## src/design/sls_pkg.sv

```systemverilog
// Package for the slew limited supply sequencer: widths, fixed-point constants,
// action and register codes, and the structs shared by the modules.
// No dependencies.
`timescale 1ns / 1ps

package sls_pkg;

    // Fixed-point and timestamp widths.
    localparam int FRAC_BITS = 24;
    localparam int TIME_BITS = 32;
    localparam int FRAC_W    = FRAC_BITS + 1;
    localparam int SETTLE_W  = 16;
    localparam int SCALE_W   = 18;
    localparam int SCALE_SH  = 16;

    // Fraction constants derived from the fraction width.
    localparam longint ONE_L = longint'(1) << FRAC_BITS;
    localparam logic [FRAC_W-1:0] ONE_FRAC   = FRAC_W'(ONE_L);
    localparam logic [FRAC_W-1:0] MIN_ARMED  = FRAC_W'((ONE_L + 500) / 1000);
    localparam logic [FRAC_W-1:0] OFF_THRESH = FRAC_W'(ONE_L / 100);
    localparam logic [FRAC_W:0]   STEP_MAX   = (FRAC_W + 1)'(ONE_L * 2);
    localparam logic [TIME_BITS-1:0] OFF_TIMEOUT_MS = TIME_BITS'(3000);

    // Action codes carried on the input sideband.
    localparam logic [1:0] ACT_TICK   = 2'd0;
    localparam logic [1:0] ACT_ARM    = 2'd1;
    localparam logic [1:0] ACT_DISARM = 2'd2;

    // Configuration register indexes.
    localparam int CFG_IDX_W = 3;
    localparam logic [CFG_IDX_W-1:0] CFG_VIA_LINK      = 3'd0;
    localparam logic [CFG_IDX_W-1:0] CFG_NORMAL_RATE   = 3'd1;
    localparam logic [CFG_IDX_W-1:0] CFG_SHUTDOWN_RATE = 3'd2;
    localparam logic [CFG_IDX_W-1:0] CFG_SETTLE_MS     = 3'd3;
    localparam logic [CFG_IDX_W-1:0] CFG_LEVEL_SCALE   = 3'd4;

    // Stream widths.
    localparam int IN_TDATA_W  = 64;
    localparam int OUT_TDATA_W = 56;

    typedef struct packed {
        logic                via_link;
        logic [FRAC_W-1:0]   normal_rate;
        logic [FRAC_W-1:0]   shutdown_rate;
        logic [SETTLE_W-1:0] settle_ms;
        logic [SCALE_W-1:0]  level_scale;
    } t_cfg;

    // Result of the sequencing step, before the link level is scaled.
    typedef struct packed {
        logic [FRAC_W-1:0] applied;
        logic              remote;
        logic              enable;
        logic              telemetry_ok;
        logic              armed;
    } t_step;

endpackage

```

## src/design/sls_cfg.sv

```systemverilog
// Configuration register file for the slew limited supply sequencer.
// Depends on sls_pkg.
`timescale 1ns / 1ps

module sls_cfg (
    input  logic                         i_clk,
    input  logic                         i_rst_n,
    input  logic                         i_cfg_valid,
    output logic                         o_cfg_ready,
    input  logic [sls_pkg::CFG_IDX_W-1:0] i_cfg_index,
    input  logic [sls_pkg::FRAC_W-1:0]   i_cfg_data,
    output sls_pkg::t_cfg                o_cfg
);
    import sls_pkg::*;

    t_cfg r_cfg;

    // Writes are always taken; an unknown index changes nothing.
    assign o_cfg_ready = 1'b1;
    assign o_cfg       = r_cfg;

    always_ff @(posedge i_clk) begin
        if (!i_rst_n) begin
            r_cfg.via_link      <= 1'b0;
            r_cfg.normal_rate   <= FRAC_W'(1678);
            r_cfg.shutdown_rate <= FRAC_W'(3355);
            r_cfg.settle_ms     <= SETTLE_W'(50);
            r_cfg.level_scale   <= SCALE_W'(65536);
        end else if (i_cfg_valid) begin
            unique case (i_cfg_index)
                CFG_VIA_LINK:      r_cfg.via_link      <= i_cfg_data[0];
                CFG_NORMAL_RATE:   r_cfg.normal_rate   <= i_cfg_data;
                CFG_SHUTDOWN_RATE: r_cfg.shutdown_rate <= i_cfg_data;
                CFG_SETTLE_MS:     r_cfg.settle_ms     <= i_cfg_data[SETTLE_W-1:0];
                CFG_LEVEL_SCALE:   r_cfg.level_scale   <= i_cfg_data[SCALE_W-1:0];
                default: begin
                end
            endcase
        end
    end

endmodule

```

## src/design/sls_core.sv

```systemverilog
// Input register, sequencer state and slew step for the supply sequencer.
// One word is processed per cycle unless the downstream stalls; the step result
// goes to a stage register. Depends on sls_pkg.
`timescale 1ns / 1ps

module sls_core (
    input  logic                         i_clk,
    input  logic                         i_rst_n,
    input  sls_pkg::t_cfg                i_cfg,
    input  logic                         i_in_valid,
    output logic                         o_in_ready,
    input  logic [1:0]                   i_action,
    input  logic [sls_pkg::TIME_BITS-1:0] i_now_ms,
    input  logic [sls_pkg::FRAC_W-1:0]   i_setpoint,
    input  logic                         i_telemetry_valid,
    input  logic                         i_supply_fault,
    output logic                         o_step_valid,
    input  logic                         i_step_ready,
    output sls_pkg::t_step               o_step
);
    import sls_pkg::*;

    localparam int DT_W   = (TIME_BITS > FRAC_W) ? TIME_BITS : FRAC_W + 1;
    localparam int PROD_W = 2 * FRAC_W;
    localparam int ERR_W  = FRAC_W + 2;

    // Input register.
    logic                 r_in_valid;
    logic [1:0]           r_action;
    logic [TIME_BITS-1:0] r_now;
    logic [FRAC_W-1:0]    r_setpoint;
    logic                 r_tv;
    logic                 r_fault;

    // Sequencer state.
    logic                 r_armed,   n_armed;
    logic [FRAC_W-1:0]    r_applied, n_applied;
    logic [TIME_BITS-1:0] r_last,    n_last;
    logic [TIME_BITS-1:0] r_req,     n_req;
    logic                 r_shut,    n_shut;
    logic                 r_remote,  n_remote;
    logic                 r_enable,  n_enable;

    // Stage register.
    logic                 r_step_valid;
    t_step                r_step;

    logic                 advance;
    logic [TIME_BITS-1:0] dt;
    logic [DT_W-1:0]      dt_ext;
    logic [TIME_BITS-1:0] since;
    logic [FRAC_W-1:0]    rate;
    logic [PROD_W-1:0]    prod;
    logic                 step_sat;
    logic [FRAC_W:0]      step;
    logic signed [ERR_W-1:0] err;
    logic signed [ERR_W-1:0] nxt;
    logic [FRAC_W-1:0]    slewed;

    assign advance      = r_in_valid && (!r_step_valid || i_step_ready);
    assign o_in_ready   = !r_in_valid || advance;
    assign o_step_valid = r_step_valid;
    assign o_step       = r_step;

    // Slew step: step = min(rate * dt, 2.0), error limited to +-step, clamp 0..1.
    always_comb begin
        dt       = r_now - r_last;
        since    = r_now - r_req;
        dt_ext   = DT_W'(dt);
        rate     = r_shut ? i_cfg.shutdown_rate : i_cfg.normal_rate;
        prod     = PROD_W'(rate) * PROD_W'(dt_ext[FRAC_W-1:0]);
        step_sat = ((|dt_ext[DT_W-1:FRAC_W]) && (|rate)) || (prod >= PROD_W'(STEP_MAX));
        step     = step_sat ? STEP_MAX : prod[FRAC_W:0];
        err      = $signed({2'b00, r_setpoint}) - $signed({2'b00, r_applied});
        if (err > $signed({1'b0, step})) begin
            err = $signed({1'b0, step});
        end else if (err < -$signed({1'b0, step})) begin
            err = -$signed({1'b0, step});
        end
        nxt = $signed({2'b00, r_applied}) + err;
        if (nxt < 0) begin
            slewed = '0;
        end else if (nxt > $signed({2'b00, ONE_FRAC})) begin
            slewed = ONE_FRAC;
        end else begin
            slewed = nxt[FRAC_W-1:0];
        end
    end

    // Next state for the word in the input register.
    always_comb begin
        n_armed   = r_armed;
        n_applied = r_applied;
        n_last    = r_last;
        n_req     = r_req;
        n_shut    = r_shut;
        n_remote  = r_remote;
        n_enable  = r_enable;
        unique case (r_action)
            ACT_TICK: begin
                n_last    = r_now;
                n_applied = (r_armed && slewed == '0) ? MIN_ARMED : slewed;
                if (r_armed) begin
                    if (i_cfg.via_link) begin
                        n_remote = r_tv && !r_fault;
                        n_enable = r_tv && !r_fault;
                    end else begin
                        n_enable = 1'b1;
                        n_remote = since >= TIME_BITS'(i_cfg.settle_ms);
                    end
                end else if (n_applied <= OFF_THRESH || since > OFF_TIMEOUT_MS) begin
                    n_remote = 1'b0;
                    n_enable = 1'b0;
                end
            end
            ACT_ARM: begin
                if (!r_armed) begin
                    n_armed = 1'b1;
                    n_shut  = 1'b0;
                    n_req   = r_now;
                end
            end
            ACT_DISARM: begin
                if (r_armed) begin
                    n_armed = 1'b0;
                    n_shut  = 1'b1;
                    n_req   = r_now;
                end
            end
            default: begin
            end
        endcase
    end

    // Input register load.
    always_ff @(posedge i_clk) begin
        if (!i_rst_n) begin
            r_in_valid <= 1'b0;
        end else if (o_in_ready) begin
            r_in_valid <= i_in_valid;
        end
        if (o_in_ready && i_in_valid) begin
            r_action   <= i_action;
            r_now      <= i_now_ms;
            r_setpoint <= i_setpoint;
            r_tv       <= i_telemetry_valid;
            r_fault    <= i_supply_fault;
        end
    end

    // State update and stage register.
    always_ff @(posedge i_clk) begin
        if (!i_rst_n) begin
            r_armed      <= 1'b0;
            r_applied    <= '0;
            r_last       <= '0;
            r_req        <= '0;
            r_shut       <= 1'b0;
            r_remote     <= 1'b0;
            r_enable     <= 1'b0;
            r_step_valid <= 1'b0;
        end else begin
            if (advance) begin
                r_armed   <= n_armed;
                r_applied <= n_applied;
                r_last    <= n_last;
                r_req     <= n_req;
                r_shut    <= n_shut;
                r_remote  <= n_remote;
                r_enable  <= n_enable;
            end
            if (advance) begin
                r_step_valid <= 1'b1;
            end else if (i_step_ready) begin
                r_step_valid <= 1'b0;
            end
        end
        if (advance) begin
            r_step.applied      <= n_applied;
            r_step.remote       <= n_remote;
            r_step.enable       <= n_enable;
            r_step.telemetry_ok <= i_cfg.via_link ? r_tv : n_armed;
            r_step.armed        <= n_armed;
        end
    end

endmodule

```

## src/design/sls_level.sv

```systemverilog
// Output stage of the supply sequencer: scales the applied fraction into the
// saturated link level and holds the result word. Depends on sls_pkg.
`timescale 1ns / 1ps

module sls_level (
    input  logic                            i_clk,
    input  logic                            i_rst_n,
    input  sls_pkg::t_cfg                   i_cfg,
    input  logic                            i_step_valid,
    output logic                            o_step_ready,
    input  sls_pkg::t_step                  i_step,
    output logic                            o_m_axis_tvalid,
    input  logic                            i_m_axis_tready,
    output logic [sls_pkg::OUT_TDATA_W-1:0] o_m_axis_tdata
);
    import sls_pkg::*;

    localparam int MUL_W = FRAC_W + SCALE_W;
    localparam int SHR_W = MUL_W - SCALE_SH;
    localparam int PAD_W = OUT_TDATA_W - 2 * FRAC_W - 4;

    logic              r_valid;
    t_step             r_step;
    logic [FRAC_W-1:0] r_level;

    logic [MUL_W-1:0]  prod;
    logic [SHR_W-1:0]  shr;
    logic [FRAC_W-1:0] level;
    logic              take;

    assign o_step_ready = !r_valid || i_m_axis_tready;
    assign take         = i_step_valid && o_step_ready;

    // Level = applied * scale / 2^16, saturated at 1.0; zero in analog mode.
    always_comb begin
        prod = MUL_W'(i_step.applied) * MUL_W'(i_cfg.level_scale);
        shr  = prod[MUL_W-1:SCALE_SH];
        if (!i_cfg.via_link) begin
            level = '0;
        end else if (shr > SHR_W'(ONE_FRAC)) begin
            level = ONE_FRAC;
        end else begin
            level = shr[FRAC_W-1:0];
        end
    end

    always_ff @(posedge i_clk) begin
        if (!i_rst_n) begin
            r_valid <= 1'b0;
        end else if (o_step_ready) begin
            r_valid <= i_step_valid;
        end
        if (take) begin
            r_step  <= i_step;
            r_level <= level;
        end
    end

    assign o_m_axis_tvalid = r_valid;
    assign o_m_axis_tdata  = {PAD_W'(0), r_step.armed, r_step.telemetry_ok,
                              r_step.enable, r_step.remote, r_level, r_step.applied};

endmodule

```

## src/design/slew_limited_supply_sequencer.sv

```systemverilog
// Slew limited supply sequencer: after its input word is accepted, a result word
// passes the input register, then the step register, then the output register.
// Throughput is one word per cycle while the output is not stalled; the state loop
// (slew multiply, clamps and sequencing compares) is combinational between the
// input and step registers. Synchronous active-low reset clears the state, the
// configuration to its defaults and all valid flags; no clearing pass is needed.
`timescale 1ns / 1ps

module slew_limited_supply_sequencer (
    input  logic                            i_clk,
    input  logic                            i_rst_n,
    // Configuration write channel.
    input  logic                            i_cfg_valid,
    output logic                            o_cfg_ready,
    input  logic [sls_pkg::CFG_IDX_W-1:0]   i_cfg_index,
    input  logic [sls_pkg::FRAC_W-1:0]      i_cfg_data,
    // Input stream.
    input  logic                            s_axis_tvalid,
    output logic                            s_axis_tready,
    // tdata: now_ms[31:0], setpoint_frac[56:32], telemetry_valid[57],
    //        supply_fault[58], zero[63:59]
    input  logic [sls_pkg::IN_TDATA_W-1:0]  s_axis_tdata,
    // tuser: action[1:0]
    input  logic [1:0]                      s_axis_tuser,
    // Output stream.
    output logic                            m_axis_tvalid,
    input  logic                            m_axis_tready,
    // tdata: applied_frac[24:0], level_frac[49:25], remote_high[50],
    //        output_enable[51], telemetry_ok[52], armed[53], zero[55:54]
    output logic [sls_pkg::OUT_TDATA_W-1:0] m_axis_tdata
);
    import sls_pkg::*;

    localparam int SP_LO = TIME_BITS;
    localparam int TV_B  = TIME_BITS + FRAC_W;

    t_cfg  cfg;
    t_step step;
    logic  step_valid;
    logic  step_ready;

    sls_cfg u_cfg (
        .i_clk       (i_clk),
        .i_rst_n     (i_rst_n),
        .i_cfg_valid (i_cfg_valid),
        .o_cfg_ready (o_cfg_ready),
        .i_cfg_index (i_cfg_index),
        .i_cfg_data  (i_cfg_data),
        .o_cfg       (cfg)
    );

    sls_core u_core (
        .i_clk             (i_clk),
        .i_rst_n           (i_rst_n),
        .i_cfg             (cfg),
        .i_in_valid        (s_axis_tvalid),
        .o_in_ready        (s_axis_tready),
        .i_action          (s_axis_tuser),
        .i_now_ms          (s_axis_tdata[TIME_BITS-1:0]),
        .i_setpoint        (s_axis_tdata[SP_LO+FRAC_W-1:SP_LO]),
        .i_telemetry_valid (s_axis_tdata[TV_B]),
        .i_supply_fault    (s_axis_tdata[TV_B+1]),
        .o_step_valid      (step_valid),
        .i_step_ready      (step_ready),
        .o_step            (step)
    );

    sls_level u_level (
        .i_clk           (i_clk),
        .i_rst_n         (i_rst_n),
        .i_cfg           (cfg),
        .i_step_valid    (step_valid),
        .o_step_ready    (step_ready),
        .i_step          (step),
        .o_m_axis_tvalid (m_axis_tvalid),
        .i_m_axis_tready (m_axis_tready),
        .o_m_axis_tdata  (m_axis_tdata)
    );

endmodule

```

## config.mk

```make
export PLATFORM = sky130hd
export DESIGN_NAME = slew_limited_supply_sequencer
export DESIGN_NICKNAME = d
export VERILOG_FILES = /design/src/design/sls_pkg.sv /design/src/design/sls_cfg.sv /design/src/design/sls_core.sv /design/src/design/sls_level.sv /design/src/design/slew_limited_supply_sequencer.sv
export SDC_FILE = /design/constraint.sdc
export NUM_CORES = 2
export LEC_CHECK = 0
export BUFFER_PORTS_ARGS = -buffer_cell sky130_fd_sc_hd__buf_2
export CAP_MARGIN = 20
export CELL_PAD_IN_SITES_DETAIL_PLACEMENT = 0
export CELL_PAD_IN_SITES_GLOBAL_PLACEMENT = 1
export CORE_MARGIN = 4
export CORE_UTILIZATION = 30
export DETAILED_ROUTE_END_ITERATION = 10
export PLACE_DENSITY_LB_ADDON = 0.1
export SYNTH_ARGS = -nofsm -noshare
export SYNTH_HDL_FRONTEND = slang
export SYNTH_HIERARCHICAL = 1
export SYNTH_SLANG_ARGS = --single-unit
```

## constraint.sdc

```tcl
create_clock -name i_clk -period 23.4 [get_ports i_clk]
set_input_delay 2.34 -clock i_clk [delete_from_list [all_inputs] [get_ports i_clk]]
set_output_delay 2.34 -clock i_clk [all_outputs]
set_load 0.005 [all_outputs]
```

* Yosys cells after proc, flatten, opt, wreduce, memory -nomap -nowiden *
Cells that the tools add are included.

operators by class
  add/sub/neg operators = 5
  multiply operators = 2
  magnitude comparators = 9
  eq/ne operators = 8
  multiplexer cells = 27
  bitwise gates (word level) = 1
  reductions and logical operators = 30

operators with widths
  kind                    count
  $mux W25                6
  $mux W32                2
  $pmux W32 S2            1
  $sub A32 B32 Y32        2
  $mux W27                2
  $ge A50 B26 Y1 const B  1
  $mul A25 B25 Y50        1
  $mul A25 B18 Y43        1
  $ge A32 B16 Y1          1
  $gt A32 B12 Y1 const B  1
  $add A26 B27 Y27        1
  $gt A27 B25 Y1 const B  1
  $gt A27 B26 Y1 const B  1
  $gt A27 B27 Y1          1
  $lt A27 B1 Y1 const B   1
  $lt A27 B27 Y1          1
  $neg A26 Y27            1
  $mux W26                1
  $sub A25 B25 Y26        1
  $le A25 B18 Y1 const B  1
  $logic_not A25 Y1       1
  $reduce_or A25 Y1       1
  $mux W1                 13
  $reduce_and A2 Y1       6
  other kinds (18)        33

word-level totals
  register bits = 325
  bits of input ports = 99
  output and inout bits = 59

* Longest topological paths before layout *
  word-level depth = 21
  mapped depth = 83
  mapped depth without buffers = 76

* Hierarchy *
Netlist, hierarchy kept.

by module, submodules not included
  module     times used  cells an instance  area each (µm²)
  sls_core   1           4355               36702.7
  sls_level  1           1824               16409.5
  sls_cfg    1           325                3362.0

* Least setup slack after synthesis *
Ideal clock, no wire load.

  kind = reg-to-reg
  start = register u_core.r_now[0]
  end = register u_core.r_step, in the netlist u_core/o_step[26] (data pin)
  arrival time = 17.489 ns
  required time = 23.247 ns
  setup slack = 5.759 ns
  stages on the path, launching flop included = 79
  path buffers = 9
  cells stage by stage = edfxtp_1 -> inv_1 -> ha_1 -> inv_1 -> fa_1 -> a21oi_1 -> o22ai_1 -> o21ai_1 -> o31ai_1 -> nand3_1 -> nand2_1 -> a21oi_1 -> o21bai_1 -> a21o_1 -> a21o_1 -> xor2_1 -> clkbuf_1 -> nand2_1 -> [43 not listed] -> o22ai_1 -> ha_1 -> nor2b_1 -> o31a_1 -> o2111ai_1 -> a21oi_1 -> nor3_1 -> o31ai_1 -> a31o_2 -> xor2_1 -> or4b_2 -> or2_2 -> nor3_1 -> nor2_1 -> a311oi_1 -> clkbuf_1 -> nand3_1 -> o21ai_0

between the ends
  cells in the longest elaborated chain, start to end = 17
  elaborated cells between the ends (all ways) = 21

ends and longest elaborated chain
  element                                                RTL line                        text
  from (decl)                                            sls_core.sv:30                  logic [TIME_BITS-1:0] r_now;
  from (signal assigned)                                 sls_core.sv:144                 r_now <= i_now_ms;
  $sub A32 B32 Y32 (*)                                   sls_core.sv:67                  dt = r_now - r_last;
  $mul A25 B25 Y50 or $reduce_or A7 Y1 (tied branches)   sls_core.sv:71, sls_core.sv:72
  $ge A50 B26 Y1 or $logic_and A1 B1 Y1 (tied branches)  sls_core.sv:72                  step_sat = ((|dt_ext[DT_W-1:FRAC_W]) && (|rate)) || (prod >= PROD_W'(STEP_MAX));
  $logic_or A1 B1 Y1                                     sls_core.sv:72
  $mux W26 (*)                                           sls_core.sv:73                  step = step_sat ? STEP_MAX : prod[FRAC_W:0];
  $neg A26 Y27                                           sls_core.sv:77, sls_core.sv:78
  $lt A27 B27 Y1                                         sls_core.sv:77                  end else if (err < -$signed({1'b0, step})) begin
  $mux W27                                               sls_core.sv:77
  [2 not listed]                                         --
  $gt A27 B26 Y1                                         sls_core.sv:83                  end else if (nxt > $signed({2'b00, ONE_FRAC})) begin
  $mux W25                                               sls_core.sv:83
  $mux W25 (*)                                           sls_core.sv:81                  if (nxt < 0) begin
  $logic_not A25 Y1                                      sls_core.sv:102                 n_applied = (r_armed && slewed == '0) ? MIN_ARMED : slewed;
  $logic_and A1 B1 Y1                                    sls_core.sv:102
  $mux W25 (*)                                           sls_core.sv:102
  $mux W25 (*)                                           sls_core.sv:99                  unique case (r_action)
  via u_core.n_applied[22]                               sls_core.sv:37                  logic [FRAC_W-1:0] r_applied, n_applied;
  to (decl)                                              sls_core.sv:46                  t_step r_step;

The timed path passes the listed nets; every way through them passes the cells marked *.
A chain may end at the register's enable or synchronous reset.

* Worst setup path in the final report *
  start = register u_core.r_now[2]
  end = register u_core.r_step, in the netlist u_core/o_step[3] (data pin)

between the ends
  cells in the longest elaborated chain, start to end = 21
  elaborated cells between the ends (all ways) = 29

ends and longest elaborated chain
  element                                                RTL line                        text
  $sub A32 B32 Y32                                       sls_core.sv:67
  $mul A25 B25 Y50 or $reduce_or A7 Y1 (tied branches)   sls_core.sv:71, sls_core.sv:72
  $ge A50 B26 Y1 or $logic_and A1 B1 Y1 (tied branches)  sls_core.sv:72
  $logic_or A1 B1 Y1                                     sls_core.sv:72
  $mux W26                                               sls_core.sv:73
  $neg A26 Y27                                           sls_core.sv:77, sls_core.sv:78
  $lt A27 B27 Y1                                         sls_core.sv:77
  $mux W27                                               sls_core.sv:77
  [6 not listed]                                         --
  $logic_and A1 B1 Y1                                    sls_core.sv:102
  $mux W25                                               sls_core.sv:102
  $le A25 B18 Y1                                         sls_core.sv:111                 end else if (n_applied <= OFF_THRESH || since > OFF_TIMEOUT_MS) begin
  $logic_or A1 B1 Y1                                     sls_core.sv:111
  $mux W1                                                sls_core.sv:111
  $mux W1 (*)                                            sls_core.sv:103                 if (r_armed) begin
  $mux W1 (*)                                            sls_core.sv:99
  via u_core.n_remote                                    sls_core.sv:41                  logic r_remote, n_remote;

Marked as above.

==> results.yml <==
status:
  outcome: "completed"
timing:
  whs_ns: 0.420
  finalHoldViolCount: 0
  setup_violations: 0
  slew_violations: 0
  clock.fmax_mhz: 46.2
  fin_tns_setup_ns: 0
  tightestPinTransition_ns: 1.15
  post-route-period-util_pct: 92.5
  fin_crit_ns: 21.64
  worst_slack_ns: 1.76
  fin_skew_ns: 0.0371
  rsz0062_at_grt: "false"
  maxSlewHeadroom_pct: 20.9
global_route:
  gr-usage-all-layers_pct: 20.4
  antenna_found_initial: 5
  grt_max_degree: 110
  grt_pass1_wl_mm: 306
  grt_overflow: 0
  first_global_vias: 47400
worst_setup_path:
  startpoint: "u_core/r_now[2]"
  cpPeakStageDelay_ns: 0.79
  crit_type: "flop to flop"
  required_ns: 23.90
  r2r_start: "u_core/r_now[2]"
  cp_max_fo: 25
  arrival_ns: 22.14
  crit_slowest_cell: "fa_1"
  worstSetupStartpointType: "flop"
  cp-end-kind: "flop"
final_layout:
  final_cell_mix: "inv_1, nand2_1, fa_1"
  layout.cells.non_filler: 9034
  syn_to_final_growth_pct: 9.13
  final_nets: 7995
  final_common_cell: "inv_1"
  nFillCells: 19800
  drive_gt1_share_pct: 7.08
drt:
  wl_per_cell_um: 21.9
  ant_nets: 0
  finalWirelength_mm: 198
  drtIter0Drc: 2637
  drcViolationCount: 0
  vias: 44200
  via_per_inst: 4.89
  dr.pass1.iters: 5
yosys:
  ys.flop_type: "dfxtp_1"
  async_flop_share_pct: 0
  synth.avg_cell_area_um2: 8.68
  ys_types: 115
  yosysSeqAreaShare_pct: 14.1
  synth_edf_count: 144
  yosysWarnings: 6
  syn_area_um2: 56500
  ys_ff_latch: 325
  syn_inst: 6504
place:
  portBuffers: 149
  gp_congestion: 0.852
  post-place-cells: 8947
  place_ws_ns: 1.68
  dp_hpwl_mm: 159
run:
  cap_violations: 0
die:
  io_pins: 158
  die_area_um2: 195000
  coreArea_um2: 186000
  row_count: 158
  die_x_um: 442
  die_h_um: 442
  initial_core_util_pct: 30.3
clock_network:
  htreeDepth: 2
  root_buffer: "clkbuf_16"
  cts_tree: "built"
  ctsResizeCount: 0
  cts_setup_buffers: 0
  path_clk_slew_ns: 0.06
  clk_latency_ns: 0.66
  hold_buffers: 0
  clock-sinks: 325
  ctsLongestPathBuffers: 3
  cts_buffers: 44
power:
  vdd_ir_drop_max_mv: 0.316
  total_leakage_power_nw: 28.7
  power_density_nw_per_um2: 148
min_path:
  hold_path.class: "flop to flop"
  hold_start: "u_core/o_step[0]"
-- cell type report --
| cell class | instances | area, µm² | area share (%) |
|---|---|---|---|
| Antenna cell | 1 | 2.50 | 0.00406 |
| Sequential cell | 325 | 7950 | 12.9 |
| Multi-Input combinational cell | 4753 | 43200 | 70.1 |
| Timing Repair Buffer | 265 | 1630 | 2.65 |
| Tap cell | 2480 | 3100 | 5.04 |
| Clock inverter | 20 | 251 | 0.408 |
| Inverter | 1128 | 4230 | 6.87 |
| Clock buffer | 62 | 1230 | 2.00 |
-- cell usage after synthesis, drive strengths merged (17+ instances only) --
library cell,instances,area [µm²]
nor4,21,131
nor3,58,302
a22oi,17,128
a21o,77,586
o211ai,23,188
fa,896,17900
a21boi,61,458
ha,483,6040
a21oi,217,1110
and2,214,1340
edfxtp,144,4320
o31ai,21,181
mux2,32,360
mux2i,156,1570
nand4,51,334
xnor2,96,841
clkbuf,243,913
nor2,445,1670
a211oi,39,325
inv,1128,4230
xor2,69,612
o21a,36,270
o21ai,184,925
or3,21,136
buf,56,364
o21bai,23,173
and3,19,124
nor2b,96,601
nand3,88,440
dfxtp,181,3620
nand2b,35,219
nand2,1041,3910
-- critical path: cells and delay by family (launching register included) --
kind,cells,cell delay [ns]
AOI/OAI and AO/OA,26,7.13
xor gates and xnor gates,2,0.94
adders and majority gates,12,5.74
buffers and inverters,9,1.11
DFF,1,0.49
muxes,1,0.35
and+or+nand+nor,19,5.68
-- sequential cells by signal (all words and copies together) (netlist names), 2 cells and up --
name                    flops
u_core/o_step              29
u_core/r_req               32
u_level/r_level            25
u_core/r_applied           25
u_level/o_m_axis_tdata     29
u_core/r_setpoint          25
u_core/r_action             2
u_core/r_last              32
u_core/r_now               32
u_cfg/o_cfg                85
-- worst paths after layout --
kind                                end  slack, ns  cells after the start
max                    u_core/o_step[3]       1.76                     69
min          u_level/o_m_axis_tdata[53]       0.42                      0
max reg2reg            u_core/o_step[3]       1.76                     69
min reg2reg  u_level/o_m_axis_tdata[53]       0.42                      0
-- cell families after synthesis --
| family | count (synthesis) | share of synthesized area, % |
|---|---|---|
| simple gates | 2163 | 17.4 |
| buf+inv | 1427 | 9.76 |
| mux | 188 | 3.43 |
| fa+ha+maj | 1379 | 42.5 |
| flops | 325 | 14.1 |
| xor+xnor | 166 | 2.61 |
| other cells | 2 | 0.0133 |
| compound gates | 854 | 10.2 |
-- routing by layer --
layer,part of all wire (%),GRT usage (%),wire length (µm),up-vias
li1,-,-,-,20700
met1,49,29.4,96300,22500
met2,45,32.5,88600,780
met3,4.8,3.31,9440,151
met4,1.8,3.76,3540,0
met5,0,0,0,-
-- through the flow --
step           utilization (%)  instance area, µm²  power [mW]
6_report                  33.1               61600        9.14
5_1_grt                   33.1               61600        10.1
4_1_cts                   33.1               61600        9.22
3_5_place_dp              32.3               60100        8.43
3_3_place_gp              32.3               60100        8.46
2_1_floorplan                -               56500        5.65
-- power by group --
part / internal (mW) / switching (mW)
clock: 0.405 / 0.294
combinational: 2.63 / 5.18
sequential: 0.611 / 0.0176
(Power assumes the default switching activity.)
